### src/rtl/gprgb_pkg.sv
// ---------------------------------------------------------------------------
// gprgb_pkg: shared constants and types
// Fixed-point widths, register indexes and pipeline tag for the gradient
// point to RGB converter.
// ---------------------------------------------------------------------------
package gprgb_pkg;

   localparam int FRAC_BITS = 16;                 // fraction bits of every fixed-point value
   localparam int COORD_W   = 16;                 // point coordinate width
   localparam int SIZE_W    = 12;                 // area width / height
   localparam int NUM_W     = SIZE_W + 3;         // 6*x fits below 8*4096
   localparam int QUO_W     = FRAC_BITS + 3;      // quotients stay below 6.0
   localparam int FX_W      = FRAC_BITS + 1;      // fraction that may equal one
   localparam int BYTE_W    = 8;

   localparam logic [FX_W-1:0] FX_ONE = FX_W'(1) << FRAC_BITS;

   localparam int CSR_IDX_W = 1;
   localparam logic [CSR_IDX_W-1:0] CSR_AREA_WIDTH  = 1'b0;
   localparam logic [CSR_IDX_W-1:0] CSR_AREA_HEIGHT = 1'b1;

   localparam logic [2:0] SECTOR_0 = 3'd0;
   localparam logic [2:0] SECTOR_1 = 3'd1;
   localparam logic [2:0] SECTOR_2 = 3'd2;
   localparam logic [2:0] SECTOR_3 = 3'd3;
   localparam logic [2:0] SECTOR_4 = 3'd4;
   localparam logic [2:0] SECTOR_5 = 3'd5;

   // side info that rides along with the dividers
   typedef struct packed {
      logic valid;
      logic upper;    // point in upper half: v is one
      logic s_zero;   // half is zero: saturation forced to zero
      logic w_zero;   // width is zero: hue forced to zero
   } tag_type;

endpackage

### src/rtl/gprgb_div.sv
// ---------------------------------------------------------------------------
// gprgb_div: pipelined restoring divider
// Computes (num << FRAC_BITS) / den, one quotient bit per register stage.
// The quotient must fit QUO_W bits; otherwise the result is meaningless.
// ---------------------------------------------------------------------------
module gprgb_div (
   input  logic                           clock,
   input  logic [gprgb_pkg::NUM_W-1:0]    in_num,
   input  logic [gprgb_pkg::SIZE_W-1:0]   in_den,
   output logic [gprgb_pkg::QUO_W-1:0]    out_quo
);

   localparam int QW = gprgb_pkg::QUO_W;
   localparam int SW = gprgb_pkg::SIZE_W;

   logic [SW-1:0] rem_ff [0:QW-1];
   logic [QW-1:0] low_ff [0:QW-1];
   logic [QW-1:0] quo_ff [0:QW-1];
   logic [SW-1:0] den_ff [0:QW-1];

   genvar k;
   generate
      for (k = 0; k < QW; k++) begin : g_stage
         logic [SW-1:0] rem_prev;
         logic [QW-1:0] low_prev;
         logic [QW-1:0] quo_prev;
         logic [SW-1:0] den_prev;
         logic [SW:0]   rem_sh;
         logic [SW:0]   rem_sub;
         logic          ge;
         logic [SW-1:0] rem_in;

         if (k == 0) begin : g_first
            // top bits of the dividend are num >> 3, below den by range
            assign rem_prev = in_num[gprgb_pkg::NUM_W-1:3];
            assign low_prev = {in_num[2:0], {gprgb_pkg::FRAC_BITS{1'b0}}};
            assign quo_prev = '0;
            assign den_prev = in_den;
         end else begin : g_next
            assign rem_prev = rem_ff[k-1];
            assign low_prev = low_ff[k-1];
            assign quo_prev = quo_ff[k-1];
            assign den_prev = den_ff[k-1];
         end

         always_comb begin
            rem_sh  = {rem_prev, low_prev[QW-1]};
            rem_sub = rem_sh - {1'b0, den_prev};
            ge      = (rem_sh >= {1'b0, den_prev});
            rem_in  = ge ? rem_sub[SW-1:0] : rem_sh[SW-1:0];
         end

         always_ff @(posedge clock) begin
            rem_ff[k] <= rem_in;
            low_ff[k] <= {low_prev[QW-2:0], 1'b0};
            quo_ff[k] <= {quo_prev[QW-2:0], ge};
            den_ff[k] <= den_prev;
         end
      end
   endgenerate

   assign out_quo = quo_ff[QW-1];

endmodule

### config.mk
export PLATFORM = sky130hd
export DESIGN_NAME = gprgb_div
export DESIGN_NICKNAME = d
export VERILOG_FILES = /design/src/rtl/gprgb_pkg.sv /design/src/rtl/gprgb_div.sv
export SDC_FILE = /design/constraint.sdc
export NUM_CORES = 1
export LEC_CHECK = 0
export BUFFER_PORTS_ARGS = -buffer_cell sky130_fd_sc_hd__buf_2
export CORE_UTILIZATION = 45
export DETAILED_ROUTE_END_ITERATION = 10
export GPL_TIMING_DRIVEN = 0
export PLACE_DENSITY_LB_ADDON = 0.3
export SKIP_CTS_REPAIR_TIMING = 1
export SLEW_MARGIN = 0
export SYNTH_ARGS = -nofsm -noshare
export SYNTH_HDL_FRONTEND = slang
export SYNTH_SLANG_ARGS = --single-unit
### constraint.sdc
create_clock -name clock -period 2.94 [get_ports clock]
set_input_delay 0.294 -clock clock [delete_from_list [all_inputs] [get_ports clock]]
set_output_delay 0.294 -clock clock [all_outputs]
set_load 0.05 [all_outputs]
==> flow_summary_export.csv <==
group,metric,value,unit
cts,clk_latency,0.59,ns
timing,slew_headroom,61.5,%
synth,yosys.cell_types.count,81,
cts,cts_root_buffer,"clkbuf_16",
place,numPortBuffers,46,
grt,grt_usage,17.1,%
timing,tightest_slew,0.572,ns
die,num_rows,88,
synth,synth-edff-count,0,
grt,antenna_found_initial,0,
cts,cts_tree,"yes",
synth,syn_avg_cell_area,10.3,um^2
synth,ys_ff_latch,625,
die,start_util,45.6,%
layout,final_cell_mix,"dfxtp_1 (625), inv_1 (288), ha_1 (227), a21oi_1 (146), nor2_1 (143)",
layout,final_common_cell,"dfxtp_1",
drt,remaining_drc_errors,0,
synth,ys_warn_count,0,
place,placed_cell_area,0.0275,mm^2
synth,postSynthCellCount,2559,
synth,synth-seq-area-share,47.6,%
run_status,status,"finished, final reports clean",
setup_path,crit_type,"reg -> reg",
layout,diodes,0,
cts,clk_pin_slew,0.06,ns
layout,area_growth,13.9,%
die,fp.dieH,244,um
drt,wl,51000,um
drt,wl_per_cell,14.5,um
power,ir_worst_vdd,651,uV
grt,grt_pass1_wl,84800,um
min_path,hold_class,"in -> reg",
place,place_congestion,0.927,
setup_path,cp.required,3.40,ns
timing,fin_setup_tns,0,ns
drt,drt_iter0_markers,1094,
cts,cts_buffers,66,
synth,async_flop_share,0,%
flow_run,maxCapViolCount,0,
grt,grt_max_degree,15,
die,boundaryPins,47,
timing,maxSlewViolCount,0,
timing,fmax,356,MHz
synth,netlist_area,0.0263,mm^2
die,dieArea,0.0594,mm^2
die,core_area,0.0577,mm^2
timing,fin_skew,0.0161,ns
timing,hold_viol,0,
drt,via_per_inst,5.16,
setup_path,cp.arrival,3.27,ns
die,dieWidth,244,um
drt,drt.antenna.violating_nets,0,
cts,cts_buffer_depth,3,
drt,routed-via-count,18100,
timing,period_share,95.5,%
setup_path,cp_max_fo,10,
layout,fin_nets,2970,
power,leakage,13.4,nW
timing,min_period,2.81,ns
grt,grt_overflow,0,
layout,utilization,51.9,%
setup_path,critical_path.endpoint_type,"flip-flop",
timing,setup-violations-final,0,
grt,grt_pass1_vias,17600,
synth,synthFlopType,"dfxtp_1",
layout,drive_above_1_share,12.6,%
timing,rsz0062_at_grt,"no",
synth,syn_nets,2832,
cts,cts.htree.levels,3,
drt,drt_pre_antenna_iters,9,
cts,cts_sinks,625,
setup_path,cp-start-kind,"flip-flop",
power,powerDensity,1250,mW/mm^2
layout,fin_area,0.0299,mm^2
place,dpl.hpwl,38600,um
-- power by group --
part	total (mW)	internal [mW]	switching, mW
sequential	12.7	11.4	1.27
combinational	16.3	7.74	8.57
clock	8.30	5.00	3.30
total	37.3	24.2	13.1
-- Yosys cell counts, types with 15 or more instances --
| master | instances | area (um^2) |
|---|---|---|
| nand2b_1 | 17 | 106 |
| o21a_1 | 71 | 533 |
| nand4_1 | 20 | 125 |
| o31ai_1 | 15 | 113 |
| o31a_1 | 32 | 280 |
| ha_1 | 227 | 2840 |
| mux2i_1 | 25 | 250 |
| dfxtp_1 | 625 | 12500 |
| xnor2_1 | 76 | 666 |
| a21o_1 | 33 | 248 |
| nand2_1 | 100 | 375 |
| a31oi_1 | 17 | 106 |
| nor2b_1 | 59 | 369 |
| o21ai_0 | 127 | 636 |
| xor2_1 | 46 | 403 |
| nor2_1 | 143 | 537 |
| fa_1 | 18 | 360 |
| inv_1 | 288 | 1080 |
| mux2_2 | 126 | 1420 |
| a21oi_1 | 146 | 731 |
| a211oi_1 | 20 | 150 |
| nor3_1 | 49 | 245 |
| nand3_1 | 40 | 200 |
-- final timing paths --
path             startpoint             end  slack [ns]  depth (start not counted)
min               in_num[2]    rem_ff[0][0]       0.005                          3
max            den_ff[1][1]   rem_ff[2][10]        0.13                          9
min reg2reg  quo_ff[17][11]  quo_ff[18][12]        0.31                          0
max reg2reg    den_ff[1][1]   rem_ff[2][10]        0.13                          9
-- per-layer routing --
metal,part of all wire (%),track usage [%]
met1,47,22.7
met2,46,28.0
met3,4.5,2.80
met4,2.3,5.92
met5,0,0
-- state kept, by name (all words and copies together) (netlist names) --
| name | count |
|---|---|
| den_ff | 216 |
| low_ff | 3 |
| quo_ff | 190 |
| rem_ff | 216 |
-- worst max-delay path: stages (launching register included) --
cell      delay (ns)
dfxtp_1         0.37
inv_1           0.06
ha_1            0.29
nor2b_1         0.15
o31a_1          0.29
o21ai_2         0.19
a311oi_1        0.19
nor3_2          0.49
buf_4           0.30
mux2_1          0.35
-- metrics by stage --
step                hold WS (ns)  power, mW  cells  worst slack (ns)
global route             0.00944       40.0   3514            0.0284
floorplan                  0.310       25.5   2559             0.666
CTS                       -0.230       37.5   3490             0.166
finish                   0.00503       37.3   3514             0.131
global placement           0.310       28.5   3370             0.161
detailed placement         0.312       29.0   3370             0.200
-- area by class of cell --
| cell class | count | area [um^2] |
|---|---|---|
| buffer | 33 | 201 |
| clock buffer | 92 | 1940 |
| clock inverter | 28 | 287 |
| fill | 5213 | 27800 |
| inverter | 288 | 1080 |
| multi-input combinational | 1613 | 12500 |
| sequential | 625 | 12500 |
| tap | 765 | 957 |
| timing repair buffer | 70 | 470 |
-- logic make-up (layout without fill, tap and decap cells) --
kind of cell	after synthesis	count (layout)	synth area share, %
flip-flops	625	625	47.6
buffers and inverters	321	511	4.88
AO/OA/AOI/OAI	572	572	14.3
multiplexers	166	166	7.14
XOR/XNOR	122	122	4.07
adder cells (fa/ha/maj)	245	245	12.2
AND/OR/NAND/NOR	508	508	9.83
Power figures use the tool's default switching activity.
